==> src/twc_pkg.sv <==
`timescale 1ns / 1ps
// ----------------------------------------------------------------------------
// Transient window correlator package
// Shared widths, register indexes, the queue entry type and the saturating
// window-sum add.
// ----------------------------------------------------------------------------
package twc_pkg;

  localparam int SUM_BITS   = 40;
  localparam int COUNT_BITS = 17;
  localparam int FRAC_BITS  = 8;
  localparam int CORR_BITS  = 35;
  localparam int NUM_BITS   = SUM_BITS + FRAC_BITS;
  localparam int STEP_BITS  = $clog2(NUM_BITS);

  localparam logic [COUNT_BITS-1:0] COUNT_MAX = '1;

  localparam int QUEUE_DEPTH = 2;
  localparam int QPTR_BITS   = $clog2(QUEUE_DEPTH);

  localparam int CFG_INDEX_BITS = 2;
  localparam logic [CFG_INDEX_BITS-1:0] REG_MODE        = 2'd0;
  localparam logic [CFG_INDEX_BITS-1:0] REG_FIRST_TIME  = 2'd1;
  localparam logic [CFG_INDEX_BITS-1:0] REG_SECOND_TIME = 2'd2;

  localparam int FIRST_TIME_RESET  = 100;
  localparam int SECOND_TIME_RESET = 1000;

  typedef struct packed {
    logic signed [SUM_BITS-1:0] value;
    logic                       first_hit;
    logic                       second_hit;
    logic                       last;
    logic                       lockin;
  } twc_entry_t;

  function automatic logic signed [SUM_BITS-1:0] sat_add(
    input logic signed [SUM_BITS-1:0] a,
    input logic signed [SUM_BITS-1:0] b
  );
    logic [SUM_BITS:0] s;
    s = {a[SUM_BITS-1], a} + {b[SUM_BITS-1], b};
    if (s[SUM_BITS] != s[SUM_BITS-1]) begin
      return s[SUM_BITS] ? {1'b1, {(SUM_BITS-1){1'b0}}} : {1'b0, {(SUM_BITS-1){1'b1}}};
    end
    return s[SUM_BITS-1:0];
  endfunction

endpackage

==> src/twc_if.sv <==
`timescale 1ns / 1ps
// ----------------------------------------------------------------------------
// Transient window correlator channels
// Valid/ready stream interfaces for the sample input and the result output.
// ----------------------------------------------------------------------------
interface twc_sample_if #(
  parameter int SAMPLE_BITS = 24,
  parameter int TIME_BITS   = 16
) ();
  logic                          valid;
  logic                          ready;
  logic signed [SAMPLE_BITS-1:0] sample_value;
  logic        [TIME_BITS-1:0]   sample_time;
  logic                          last_sample;

  modport source (output valid, sample_value, sample_time, last_sample, input ready);
  modport sink (input valid, sample_value, sample_time, last_sample, output ready);
endinterface

interface twc_result_if import twc_pkg::*; ();
  logic                        valid;
  logic                        ready;
  logic signed [CORR_BITS-1:0] correlation;
  logic                        empty_window;

  modport source (output valid, correlation, empty_window, input ready);
  modport sink (input valid, correlation, empty_window, output ready);
endinterface

==> src/twc_front.sv <==
`timescale 1ns / 1ps
// ----------------------------------------------------------------------------
// Transient window correlator front end
// Holds the configuration registers and decides which window each incoming
// sample belongs to before handing it to the queue.
// ----------------------------------------------------------------------------
module twc_front import twc_pkg::*; #(
  parameter int SAMPLE_BITS  = 24,
  parameter int TIME_BITS    = 16,
  parameter int BOXCAR_WIDTH = 10
) (
  input  logic                      clk,
  input  logic                      rst,
  input  logic                      cfg_write,
  input  logic [CFG_INDEX_BITS-1:0] cfg_index,
  input  logic [TIME_BITS-1:0]      cfg_data,
  twc_sample_if.sink                samples,
  output logic                      push_valid,
  input  logic                      push_ready,
  output twc_entry_t                push_data
);

  // Wide enough for a window end past the time range, so bounds never wrap.
  localparam int EW = ((TIME_BITS > 13) ? TIME_BITS : 13) + 1;

  logic                 mode;
  logic [TIME_BITS-1:0] first_time;
  logic [TIME_BITS-1:0] second_time;

  logic [EW-1:0] t;
  logic [EW-1:0] t1;
  logic [EW-1:0] t2;
  logic [EW-1:0] mid;
  logic          box_first;
  logic          box_second;
  logic          lock_first;
  logic          lock_second;

  always_ff @(posedge clk) begin
    if (rst) begin
      mode        <= 1'b0;
      first_time  <= TIME_BITS'(FIRST_TIME_RESET);
      second_time <= TIME_BITS'(SECOND_TIME_RESET);
    end else if (cfg_write) begin
      unique case (cfg_index)
        REG_MODE:        mode        <= cfg_data[0];
        REG_FIRST_TIME:  first_time  <= cfg_data;
        REG_SECOND_TIME: second_time <= cfg_data;
        default: ;
      endcase
    end
  end

  always_comb begin
    t   = EW'(samples.sample_time);
    t1  = EW'(first_time);
    t2  = EW'(second_time);
    mid = (t2 >= t1) ? t1 + ((t2 - t1) >> 1) : t1;

    box_first   = (t >= t1) && (t < t1 + EW'(BOXCAR_WIDTH));
    box_second  = (t >= t2) && (t < t2 + EW'(BOXCAR_WIDTH));
    lock_first  = (t >= t1) && (t < mid);
    lock_second = (t >= mid) && (t < t2);

    push_data.value      = SUM_BITS'($signed(samples.sample_value[SAMPLE_BITS-1:0]));
    push_data.first_hit  = mode ? lock_first : box_first;
    push_data.second_hit = mode ? lock_second : box_second;
    push_data.last       = samples.last_sample;
    push_data.lockin     = mode;
  end

  assign push_valid    = samples.valid;
  assign samples.ready = push_ready;

endmodule

==> src/twc_queue.sv <==
`timescale 1ns / 1ps
// ----------------------------------------------------------------------------
// Transient window correlator queue
// Short first-in first-out buffer between the classifying front end and the
// accumulating back end.
// ----------------------------------------------------------------------------
module twc_queue import twc_pkg::*; (
  input  logic       clk,
  input  logic       rst,
  input  logic       push_valid,
  output logic       push_ready,
  input  twc_entry_t push_data,
  output logic       pop_valid,
  input  logic       pop_ready,
  output twc_entry_t pop_data
);

  twc_entry_t           mem [QUEUE_DEPTH];
  logic [QPTR_BITS-1:0] wr_ptr;
  logic [QPTR_BITS-1:0] rd_ptr;
  logic [QPTR_BITS:0]   count;
  logic                 push;
  logic                 pop;

  assign push_ready = (count != (QPTR_BITS + 1)'(QUEUE_DEPTH));
  assign pop_valid  = (count != '0);
  assign push       = push_valid && push_ready;
  assign pop        = pop_valid && pop_ready;
  assign pop_data   = mem[rd_ptr];

  always_ff @(posedge clk) begin
    if (push) begin
      mem[wr_ptr] <= push_data;
    end
  end

  always_ff @(posedge clk) begin
    if (rst) begin
      wr_ptr <= '0;
      rd_ptr <= '0;
      count  <= '0;
    end else begin
      if (push) wr_ptr <= wr_ptr + 1'b1;
      if (pop)  rd_ptr <= rd_ptr + 1'b1;
      if (push && !pop) begin
        count <= count + 1'b1;
      end else if (pop && !push) begin
        count <= count - 1'b1;
      end
    end
  end

endmodule

==> src/twc_div.sv <==
`timescale 1ns / 1ps
// ----------------------------------------------------------------------------
// Transient window correlator divider
// Restoring unsigned divider, one quotient bit per cycle, for the window means.
// ----------------------------------------------------------------------------
module twc_div import twc_pkg::*; (
  input  logic                  clk,
  input  logic                  rst,
  input  logic                  start,
  input  logic [NUM_BITS-1:0]   dividend,
  input  logic [COUNT_BITS-1:0] divisor,
  output logic                  busy,
  output logic [NUM_BITS-1:0]   quotient
);

  logic [COUNT_BITS-1:0] den;
  logic [COUNT_BITS-1:0] rem;
  logic [STEP_BITS-1:0]  step;
  logic [COUNT_BITS:0]   trial;
  logic                  fits;

  assign trial    = {rem, quotient[NUM_BITS-1]};
  assign fits     = (trial >= {1'b0, den});

  always_ff @(posedge clk) begin
    if (rst) begin
      busy <= 1'b0;
    end else if (start) begin
      busy <= 1'b1;
    end else if (busy && step == STEP_BITS'(NUM_BITS - 1)) begin
      busy <= 1'b0;
    end
  end

  always_ff @(posedge clk) begin
    if (start) begin
      quotient <= dividend;
      den      <= divisor;
      rem      <= '0;
      step     <= '0;
    end else if (busy) begin
      rem      <= fits ? COUNT_BITS'(trial - {1'b0, den}) : trial[COUNT_BITS-1:0];
      quotient <= {quotient[NUM_BITS-2:0], fits};
      step     <= step + 1'b1;
    end
  end

endmodule

==> src/twc_back.sv <==
`timescale 1ns / 1ps
// ----------------------------------------------------------------------------
// Transient window correlator back end
// Accumulates window sums and counts, divides at the end of a transient when
// both windows hold samples, and holds the result in the output register.
// ----------------------------------------------------------------------------
module twc_back import twc_pkg::*; (
  input  logic       clk,
  input  logic       rst,
  input  logic       pop_valid,
  output logic       pop_ready,
  input  twc_entry_t pop_data,
  twc_result_if.source results
);

  typedef enum logic [3:0] {
    S_ACCUM  = 4'b0001,
    S_START  = 4'b0010,
    S_DIVIDE = 4'b0100,
    S_EMIT   = 4'b1000
  } back_state_t;

  back_state_t state;

  logic signed [SUM_BITS-1:0]  first_sum;
  logic signed [SUM_BITS-1:0]  second_sum;
  logic [COUNT_BITS-1:0]       first_count;
  logic [COUNT_BITS-1:0]       second_count;
  logic                        lockin;
  logic                        empty;
  logic                        first_neg;
  logic                        second_neg;
  logic                        out_valid;
  logic signed [CORR_BITS-1:0] out_corr;
  logic                        out_empty;

  logic                  pop;
  logic                  div_start;
  logic [SUM_BITS-1:0]   first_mag;
  logic [SUM_BITS-1:0]   second_mag;
  logic [NUM_BITS-1:0]   first_num;
  logic [NUM_BITS-1:0]   second_num;
  logic                  first_busy;
  logic                  second_busy;
  logic [NUM_BITS-1:0]   first_quo;
  logic [NUM_BITS-1:0]   second_quo;

  logic signed [NUM_BITS:0]    first_mean;
  logic signed [NUM_BITS:0]    second_mean;
  logic signed [NUM_BITS+1:0]  diff;
  logic signed [NUM_BITS+2:0]  scaled;
  logic signed [CORR_BITS-1:0] corr;
  logic                        emit;

  assign pop_ready = (state == S_ACCUM);
  assign pop       = pop_valid && pop_ready;
  assign div_start = (state == S_START) && (first_count != '0) && (second_count != '0);
  assign emit      = (state == S_EMIT) && (!out_valid || results.ready);

  // Each mean is |sum| * 256 / count, rounded to nearest with ties away from zero.
  always_comb begin
    first_mag  = first_sum[SUM_BITS-1] ? SUM_BITS'(-first_sum) : first_sum;
    second_mag = second_sum[SUM_BITS-1] ? SUM_BITS'(-second_sum) : second_sum;
    first_num  = {first_mag, {FRAC_BITS{1'b0}}} + NUM_BITS'(first_count >> 1);
    second_num = {second_mag, {FRAC_BITS{1'b0}}} + NUM_BITS'(second_count >> 1);
  end

  twc_div u_first_div (
    .clk      (clk),
    .rst      (rst),
    .start    (div_start),
    .dividend (first_num),
    .divisor  (first_count),
    .busy     (first_busy),
    .quotient (first_quo)
  );

  twc_div u_second_div (
    .clk      (clk),
    .rst      (rst),
    .start    (div_start),
    .dividend (second_num),
    .divisor  (second_count),
    .busy     (second_busy),
    .quotient (second_quo)
  );

  always_comb begin
    first_mean  = $signed({1'b0, first_quo});
    second_mean = $signed({1'b0, second_quo});
    if (first_neg)  first_mean  = -first_mean;
    if (second_neg) second_mean = -second_mean;
    diff   = (NUM_BITS + 2)'(first_mean) - (NUM_BITS + 2)'(second_mean);
    scaled = lockin ? $signed({diff, 1'b0}) : $signed({diff[NUM_BITS+1], diff});
    if ((scaled[NUM_BITS+2:CORR_BITS-1] == '0) || (scaled[NUM_BITS+2:CORR_BITS-1] == '1)) begin
      corr = scaled[CORR_BITS-1:0];
    end else begin
      corr = scaled[NUM_BITS+2] ? {1'b1, {(CORR_BITS-1){1'b0}}} : {1'b0, {(CORR_BITS-1){1'b1}}};
    end
  end

  always_ff @(posedge clk) begin
    if (rst) begin
      state        <= S_ACCUM;
      first_sum    <= '0;
      second_sum   <= '0;
      first_count  <= '0;
      second_count <= '0;
      lockin       <= 1'b0;
      empty        <= 1'b0;
      first_neg    <= 1'b0;
      second_neg   <= 1'b0;
    end else begin
      unique case (state)
        S_ACCUM: begin
          if (pop) begin
            // A window whose count is full ignores further samples.
            if (pop_data.first_hit && first_count != COUNT_MAX) begin
              first_sum   <= sat_add(first_sum, pop_data.value);
              first_count <= first_count + 1'b1;
            end
            if (pop_data.second_hit && second_count != COUNT_MAX) begin
              second_sum   <= sat_add(second_sum, pop_data.value);
              second_count <= second_count + 1'b1;
            end
            if (pop_data.last) begin
              lockin <= pop_data.lockin;
              state  <= S_START;
            end
          end
        end
        S_START: begin
          first_neg  <= first_sum[SUM_BITS-1];
          second_neg <= second_sum[SUM_BITS-1];
          empty      <= !div_start;
          state      <= div_start ? S_DIVIDE : S_EMIT;
        end
        S_DIVIDE: begin
          if (!first_busy && !second_busy) begin
            state <= S_EMIT;
          end
        end
        S_EMIT: begin
          if (emit) begin
            first_sum    <= '0;
            second_sum   <= '0;
            first_count  <= '0;
            second_count <= '0;
            state        <= S_ACCUM;
          end
        end
        default: state <= S_ACCUM;
      endcase
    end
  end

  always_ff @(posedge clk) begin
    if (rst) begin
      out_valid <= 1'b0;
    end else if (emit) begin
      out_valid <= 1'b1;
    end else if (results.ready) begin
      out_valid <= 1'b0;
    end
  end

  always_ff @(posedge clk) begin
    if (emit) begin
      out_corr  <= empty ? '0 : corr;
      out_empty <= empty;
    end
  end

  assign results.valid        = out_valid;
  assign results.correlation  = out_corr;
  assign results.empty_window = out_empty;

`ifndef SYNTHESIS
  a_div_lockstep: assert property (@(posedge clk) disable iff (rst)
    first_busy == second_busy)
    else $error("window dividers out of step");

  a_start_divides: assert property (@(posedge clk) disable iff (rst)
    (state == S_START && first_count != '0 && second_count != '0)
      |=> (state == S_DIVIDE && first_busy))
    else $error("division not started for a filled transient");

  a_clear_after_emit: assert property (@(posedge clk) disable iff (rst)
    emit |=> (state == S_ACCUM && first_count == '0 && second_count == '0))
    else $error("accumulators not cleared after a result transfer");

  a_empty_is_zero: assert property (@(posedge clk) disable iff (rst)
    (out_valid && out_empty) |-> (out_corr == '0))
    else $error("empty window result is not zero");
`endif

endmodule

==> src/transient_window_correlator_core.sv <==
`timescale 1ns / 1ps
// ----------------------------------------------------------------------------
// Transient window correlator
// Double boxcar or lock-in weighting of one capacitance transient.
//
// The samples channel takes one sample per transfer with its time index; the
// last sample of a transient carries last_sample. The results channel gives
// one transfer per transient: the weighted mean difference with 8 fraction
// bits, or zero with empty_window set when either window saw no sample.
// Configuration is written through cfg_write/cfg_index/cfg_data between
// transients.
// Throughput: one sample per cycle while a transient is accumulated. After
// the last sample the back end takes no further sample until the result is
// emitted, while the two 48-bit window-mean divisions run side by side at one
// quotient bit per cycle; a transient with an empty window skips the
// divisions. The two-entry queue accepts up to two samples meanwhile and then
// stalls the input.
// The result is registered in the output register in the emit step, which
// follows the start step and, unless a window is empty, the divide step.
// Reset clears the accumulators and loads the register defaults. A stalled
// results receiver holds the result in the output register while the back
// end goes on accumulating; the next result then waits in the emit step and
// the front keeps filling the queue until it is full.
// ----------------------------------------------------------------------------
module transient_window_correlator_core import twc_pkg::*; #(
  parameter int BOXCAR_WIDTH = 10,
  parameter int SAMPLE_BITS  = 24,
  parameter int TIME_BITS    = 16
) (
  input  logic                      clk,
  input  logic                      rst,
  input  logic                      cfg_write,
  input  logic [CFG_INDEX_BITS-1:0] cfg_index,
  input  logic [TIME_BITS-1:0]      cfg_data,
  twc_sample_if.sink                samples,
  twc_result_if.source              results
);

  logic       push_valid;
  logic       push_ready;
  twc_entry_t push_data;
  logic       pop_valid;
  logic       pop_ready;
  twc_entry_t pop_data;

  twc_front #(
    .SAMPLE_BITS  (SAMPLE_BITS),
    .TIME_BITS    (TIME_BITS),
    .BOXCAR_WIDTH (BOXCAR_WIDTH)
  ) u_front (
    .clk        (clk),
    .rst        (rst),
    .cfg_write  (cfg_write),
    .cfg_index  (cfg_index),
    .cfg_data   (cfg_data),
    .samples    (samples),
    .push_valid (push_valid),
    .push_ready (push_ready),
    .push_data  (push_data)
  );

  twc_queue u_queue (
    .clk        (clk),
    .rst        (rst),
    .push_valid (push_valid),
    .push_ready (push_ready),
    .push_data  (push_data),
    .pop_valid  (pop_valid),
    .pop_ready  (pop_ready),
    .pop_data   (pop_data)
  );

  twc_back u_back (
    .clk       (clk),
    .rst       (rst),
    .pop_valid (pop_valid),
    .pop_ready (pop_ready),
    .pop_data  (pop_data),
    .results   (results)
  );

endmodule

==> src/flat_wrapper.sv <==
// flat-port wrapper written by rule: the top's interface ports become plain ports
module transient_window_correlator_core_flat import twc_pkg::*;
#(
  parameter int BOXCAR_WIDTH = 10,
  parameter int SAMPLE_BITS  = 24,
  parameter int TIME_BITS    = 16
)
  (clk, rst, cfg_write, cfg_index, cfg_data, samples_valid, samples_sample_value, samples_sample_time, samples_last_sample, samples_ready, results_valid, results_correlation, results_empty_window, results_ready);
  twc_sample_if #(.SAMPLE_BITS(SAMPLE_BITS), .TIME_BITS(TIME_BITS)) samples_i ();
  twc_result_if results_i ();
  input  logic clk;
  input  logic rst;
  input  logic cfg_write;
  input  logic [CFG_INDEX_BITS-1:0] cfg_index;
  input  logic [TIME_BITS-1:0] cfg_data;
  input wire logic [$bits(samples_i.valid)-1:0] samples_valid;
  input wire logic [$bits(samples_i.sample_value)-1:0] samples_sample_value;
  input wire logic [$bits(samples_i.sample_time)-1:0] samples_sample_time;
  input wire logic [$bits(samples_i.last_sample)-1:0] samples_last_sample;
  output wire logic [$bits(samples_i.ready)-1:0] samples_ready;
  output wire logic [$bits(results_i.valid)-1:0] results_valid;
  output wire logic [$bits(results_i.correlation)-1:0] results_correlation;
  output wire logic [$bits(results_i.empty_window)-1:0] results_empty_window;
  input wire logic [$bits(results_i.ready)-1:0] results_ready;
  assign samples_i.valid = samples_valid;
  assign samples_i.sample_value = samples_sample_value;
  assign samples_i.sample_time = samples_sample_time;
  assign samples_i.last_sample = samples_last_sample;
  assign samples_ready = samples_i.ready;
  assign results_valid = results_i.valid;
  assign results_correlation = results_i.correlation;
  assign results_empty_window = results_i.empty_window;
  assign results_i.ready = results_ready;
  transient_window_correlator_core #(.BOXCAR_WIDTH(BOXCAR_WIDTH), .SAMPLE_BITS(SAMPLE_BITS), .TIME_BITS(TIME_BITS)) u_core (.clk(clk), .rst(rst), .cfg_write(cfg_write), .cfg_index(cfg_index), .cfg_data(cfg_data), .samples(samples_i), .results(results_i));
endmodule
==> config.mk <==
export PLATFORM = sky130hd
export DESIGN_NAME = transient_window_correlator_core_flat
export DESIGN_NICKNAME = d
export VERILOG_FILES = /design/src/twc_pkg.sv /design/src/twc_if.sv /design/src/twc_front.sv /design/src/twc_queue.sv /design/src/twc_div.sv /design/src/twc_back.sv /design/src/transient_window_correlator_core.sv /design/src/flat_wrapper.sv
export SDC_FILE = /design/constraint.sdc
export NUM_CORES = 2
export LEC_CHECK = 0
export BUFFER_PORTS_ARGS = -buffer_cell sky130_fd_sc_hd__buf_2
export CAP_MARGIN = 20
export CORE_MARGIN = 4
export CORE_UTILIZATION = 69
export CTS_CLUSTER_DIAMETER = 80
export DETAILED_ROUTE_END_ITERATION = 10
export GPL_TIMING_DRIVEN = 0
export PLACE_DENSITY = 0.95
export SLEW_MARGIN = 0
export SYNTH_ARGS = -nofsm -noshare
export SYNTH_HDL_FRONTEND = slang
export SYNTH_SLANG_ARGS = --single-unit
==> constraint.sdc <==
create_clock -name clk -period 17.4 [get_ports clk]
set_clock_uncertainty 0.05 [all_clocks]
set_input_delay 0 -clock clk [delete_from_list [all_inputs] [get_ports clk]]
set_output_delay 0 -clock clk [all_outputs]
set_load 0.01 [all_outputs]
==> run_summary.xml <==
<?xml version="1.0" encoding="UTF-8"?>
<metrics>
  <group name="floorplanning">
    <metric name="dieArea" unit="µm²">53900</metric>
    <metric name="design.portCount" unit="">102</metric>
    <metric name="site_row_count" unit="">81</metric>
    <metric name="die_w" unit="µm">232</metric>
    <metric name="start_util" unit="">0.704</metric>
    <metric name="design.core.area" unit="µm²">49300</metric>
    <metric name="die_h" unit="µm">232</metric>
  </group>
  <group name="synthesis">
    <metric name="synth-edff-count" unit="">222</metric>
    <metric name="post_synth.cell_area_avg" unit="µm²">8.55</metric>
    <metric name="synth_sequential_area_ratio" unit="">0.313</metric>
    <metric name="postSynth.topFlopCell" unit="">sky130_fd_sc_hd__edfxtp_1</metric>
    <metric name="synthesis.area" unit="µm²">34700</metric>
    <metric name="ys_warn_count" unit="">0</metric>
    <metric name="number_of_flip_flops_and_latches_in_the_synthesized_netlist" unit="">431</metric>
    <metric name="syn-instance-count" unit="">4055</metric>
    <metric name="post_synth_num_cell_types" unit="">87</metric>
    <metric name="synth.net_count" unit="">4435</metric>
    <metric name="synth-async-reset-ratio" unit="">0</metric>
  </group>
  <group name="sta">
    <metric name="report.final.slew_viol_count" unit="">0</metric>
    <metric name="grt_setup_unrepaired" unit="">false</metric>
    <metric name="period_needed" unit="ns">8.47</metric>
    <metric name="slew-limit-headroom" unit="">0.290</metric>
    <metric name="fmax" unit="MHz">118</metric>
    <metric name="setup_total_negative_slack" unit="ns">0</metric>
    <metric name="timing.final.setup_violations" unit="">0</metric>
    <metric name="final.period_utilization" unit="">0.487</metric>
    <metric name="tightest_slew" unit="ns">1.06</metric>
    <metric name="timing_hold_violations_final" unit="">0</metric>
  </group>
  <group name="clocking">
    <metric name="cts_made_buffers" unit="">46</metric>
    <metric name="path_clk_slew" unit="ns">0.07</metric>
    <metric name="clock_tree_from_tritoncts" unit="">yes</metric>
    <metric name="clock_sinks" unit="">431</metric>
    <metric name="buffer_levels_on_the_longest_clock_path" unit="">3</metric>
    <metric name="clockRootBuffer" unit="">sky130_fd_sc_hd__clkbuf_16</metric>
    <metric name="source_to_sink_clock_delay_at_the_later_pin_of_the_worst_skew_pair" unit="ns">0.61</metric>
    <metric name="post_cts.repair.setup_buffers" unit="">0</metric>
    <metric name="htree_levels" unit="">2</metric>
  </group>
  <group name="min_path">
    <metric name="hp-class" unit="">input port to flop</metric>
  </group>
  <group name="placed_design">
    <metric name="dpl.hpwl" unit="µm">73200</metric>
    <metric name="place.gp.congestion" unit="">1.01</metric>
    <metric name="io_buffer_count" unit="">100</metric>
    <metric name="area_after_dpl" unit="µm²">36100</metric>
  </group>
  <group name="critical_path">
    <metric name="critical_path_class" unit="">flop to flop</metric>
    <metric name="crit_path_start_kind" unit="">flop</metric>
    <metric name="worstPathMaxFanout" unit="">10</metric>
    <metric name="critical_path_required" unit="ns">17.79</metric>
    <metric name="cp_data_arrival_time" unit="ns">8.87</metric>
    <metric name="cp_endpoint_kind" unit="">flop</metric>
  </group>
  <group name="route">
    <metric name="first_iter_violations" unit="">4722</metric>
    <metric name="viasPerCell" unit="">6.79</metric>
    <metric name="route.vias.total" unit="">33700</metric>
    <metric name="detail-route-antenna-nets" unit="">0</metric>
    <metric name="drcViolationCount" unit="">0</metric>
    <metric name="drt_wl_total" unit="µm">104000</metric>
    <metric name="routed_wire_length_per_instance" unit="µm">20.9</metric>
    <metric name="drt_first_pass_iters" unit="">9</metric>
  </group>
  <group name="global_route">
    <metric name="grt_antenna_before_repair" unit="">2</metric>
    <metric name="grt_pass1_vias" unit="">32100</metric>
    <metric name="grt_overflow" unit="">0</metric>
    <metric name="grt_start_max_net_pins" unit="">41</metric>
    <metric name="grt_usage" unit="">0.373</metric>
    <metric name="global_route_wire_length_before_repair" unit="µm">165000</metric>
  </group>
  <group name="finish">
    <metric name="fraction_of_final_layout_cells_with_drive_strength_greater_than_1" unit="">0.0624</metric>
    <metric name="finish.instance_area" unit="µm²">38200</metric>
    <metric name="num-nets-final" unit="">4639</metric>
    <metric name="antenna-diode-count" unit="">0</metric>
    <metric name="layout_commonest_cell" unit="">sky130_fd_sc_hd__nand2_1</metric>
    <metric name="mostFrequentLayoutCells" unit="">477 x sky130_fd_sc_hd__nand2_1, 307 x sky130_fd_sc_hd__ha_1, 302 x sky130_fd_sc_hd__o21ai_0</metric>
    <metric name="synthToLayoutAreaGrowth" unit="%">10.1</metric>
  </group>
  <group name="power">
    <metric name="worst_ir_drop_vdd" unit="mV">0.116</metric>
    <metric name="power_density" unit="nW/µm²">123</metric>
    <metric name="power_leakage" unit="nW">15.6</metric>
  </group>
  <group name="job">
    <metric name="max-cap-violations" unit="">0</metric>
  </group>
  <group name="status">
    <metric name="status" unit="">completed</metric>
  </group>
</metrics>
## metrics by stage
step	util	power [W]	worst slack, ns	instances	hold slack [ns]
finish	0.775	0.00468	8.93	4959	0.0558
global placement	0.731	0.00343	9.41	4819	0.138
floorplan	-	0.00299	10.45	4055	0.0489
global route	0.775	0.00492	8.49	4959	0.0678
CTS	0.775	0.00457	9.18	4957	0.0536
detailed placement	0.734	0.00352	9.28	4825	0.142
## layout make-up
class	instances	area, µm²
Sequential cell	431	10900
Inverter	167	627
Timing Repair Buffer	156	1110
Buffer	162	617
Clock buffer	59	1260
Tap cell	664	831
Clock inverter	25	279
Multi-Input combinational cell	3295	22600
Fill cell	3116	11100
## cells by family after synthesis
| family | share of synthesized area |
|---|---|
| multiplexers | 0.0254 |
| AO/OA/AOI/OAI | 0.213 |
| AND/OR/NAND/NOR | 0.177 |
| flip-flops | 0.313 |
| XOR/XNOR | 0.111 |
| adder cells (fa/ha/maj) | 0.125 |
| buffers and inverters | 0.0359 |
## critical path, stage by stage, from the launching register on
cell and delay, ns:
sky130_fd_sc_hd__edfxtp_1 0.47, sky130_fd_sc_hd__or3_1 0.42, sky130_fd_sc_hd__nor2_1 0.19, sky130_fd_sc_hd__nand2_1 0.09, sky130_fd_sc_hd__or2_1 0.25, sky130_fd_sc_hd__or3_1 0.43, sky130_fd_sc_hd__or3_1 0.44, sky130_fd_sc_hd__or4_1 0.52
sky130_fd_sc_hd__or4_1 0.47, sky130_fd_sc_hd__or4_1 0.47, sky130_fd_sc_hd__or4_1 0.46, sky130_fd_sc_hd__o31ai_2 0.22, sky130_fd_sc_hd__xnor2_1 0.28, sky130_fd_sc_hd__ha_1 0.32, sky130_fd_sc_hd__clkbuf_1 0.21, sky130_fd_sc_hd__a21o_1 0.23
sky130_fd_sc_hd__and2_1 0.17, sky130_fd_sc_hd__o21ai_0 0.17, sky130_fd_sc_hd__o211a_1 0.17, sky130_fd_sc_hd__o31ai_1 0.11, sky130_fd_sc_hd__xnor2_1 0.18, sky130_fd_sc_hd__or4_1 0.54, sky130_fd_sc_hd__a2111oi_0 0.62, sky130_fd_sc_hd__a21oi_1 0.35
sky130_fd_sc_hd__clkbuf_1 0.28, sky130_fd_sc_hd__a21oi_1 0.20
## synth_stat cells (121+ instances only)
| cell type | n | area (µm²) |
|---|---|---|
| sky130_fd_sc_hd__nand2_1 | 477 | 1790 |
| sky130_fd_sc_hd__ha_1 | 307 | 3840 |
| sky130_fd_sc_hd__o21ai_0 | 302 | 1510 |
| sky130_fd_sc_hd__nor2_1 | 294 | 1100 |
| sky130_fd_sc_hd__a21oi_1 | 287 | 1440 |
| sky130_fd_sc_hd__xnor2_1 | 239 | 2090 |
| sky130_fd_sc_hd__edfxtp_1 | 222 | 6670 |
| sky130_fd_sc_hd__dfxtp_1 | 209 | 4180 |
| sky130_fd_sc_hd__xor2_1 | 199 | 1740 |
| sky130_fd_sc_hd__inv_1 | 166 | 623 |
| sky130_fd_sc_hd__clkbuf_1 | 147 | 552 |
| sky130_fd_sc_hd__a21o_1 | 121 | 908 |
## timing repair
item                       in CTS  in global routing
hold buffers                   48                  0
setup endpoints to repair       0                  0
gates resized for setup         0                  0
hold endpoints to repair       87                  0
## power by group
part | internal [W] | leakage (nW) | switching (W) | total, W
clock | 0.000579 | 0.760 | 0.000444 | 0.00102
sequential | 0.00117 | 3.67 | 0.000147 | 0.00132
combinational | 0.000911 | 11.1 | 0.00143 | 0.00234
## registers in the layout (all words and copies together) (netlist names), 17 cells and up, named ones only
| name | flops |
|---|---|
| u_core.u_back.u_first_div.den | 17 |
| u_core.u_back.results.correlation | 35 |
| u_core.u_back.second_count | 17 |
| u_core.u_back.first_sum | 40 |
| u_core.u_back.second_sum | 40 |
| u_core.u_back.first_count | 17 |
| u_core.u_back.u_second_div.rem | 17 |
| u_core.u_back.u_first_div.rem | 17 |
| u_core.u_back.u_second_div.den | 17 |
| u_core.u_queue.mem | 56 |
| u_core.u_back.u_second_div.quotient | 48 |
| u_core.u_back.u_first_div.quotient | 48 |
## final timing paths
path,startpoint,to,slack [ns],depth (start not counted)
setup / recovery,u_core.u_back.u_first_div.quotient[3]$_DFFE_PP_,u_core.u_back.results.correlation[14]$_SDFFCE_PP0P_,8.93,25
hold reg to reg,u_core.u_back.second_count[3]$_SDFFE_PP0P_,u_core.u_back.u_second_div.den[3]$_DFFE_PP_,0.39,0
hold / removal,samples_sample_value[10],u_core.u_queue.mem[1][14]$_DFFE_PP_,0.06,2
setup reg to reg,u_core.u_back.u_first_div.quotient[3]$_DFFE_PP_,u_core.u_back.results.correlation[14]$_SDFFCE_PP0P_,8.93,25
## routing by layer
metal	wire, µm	up-vias	track usage	part of all wire
met2	46400	2336	0.609	0.45
met3	11900	617	0.0816	0.11
met4	7480	4	0.221	0.072
met1	38000	15500	0.454	0.37
li1	-	15200	-	-
met5	22	-	0	0.00021
Note: power is estimated with default switching activity, not from simulation.
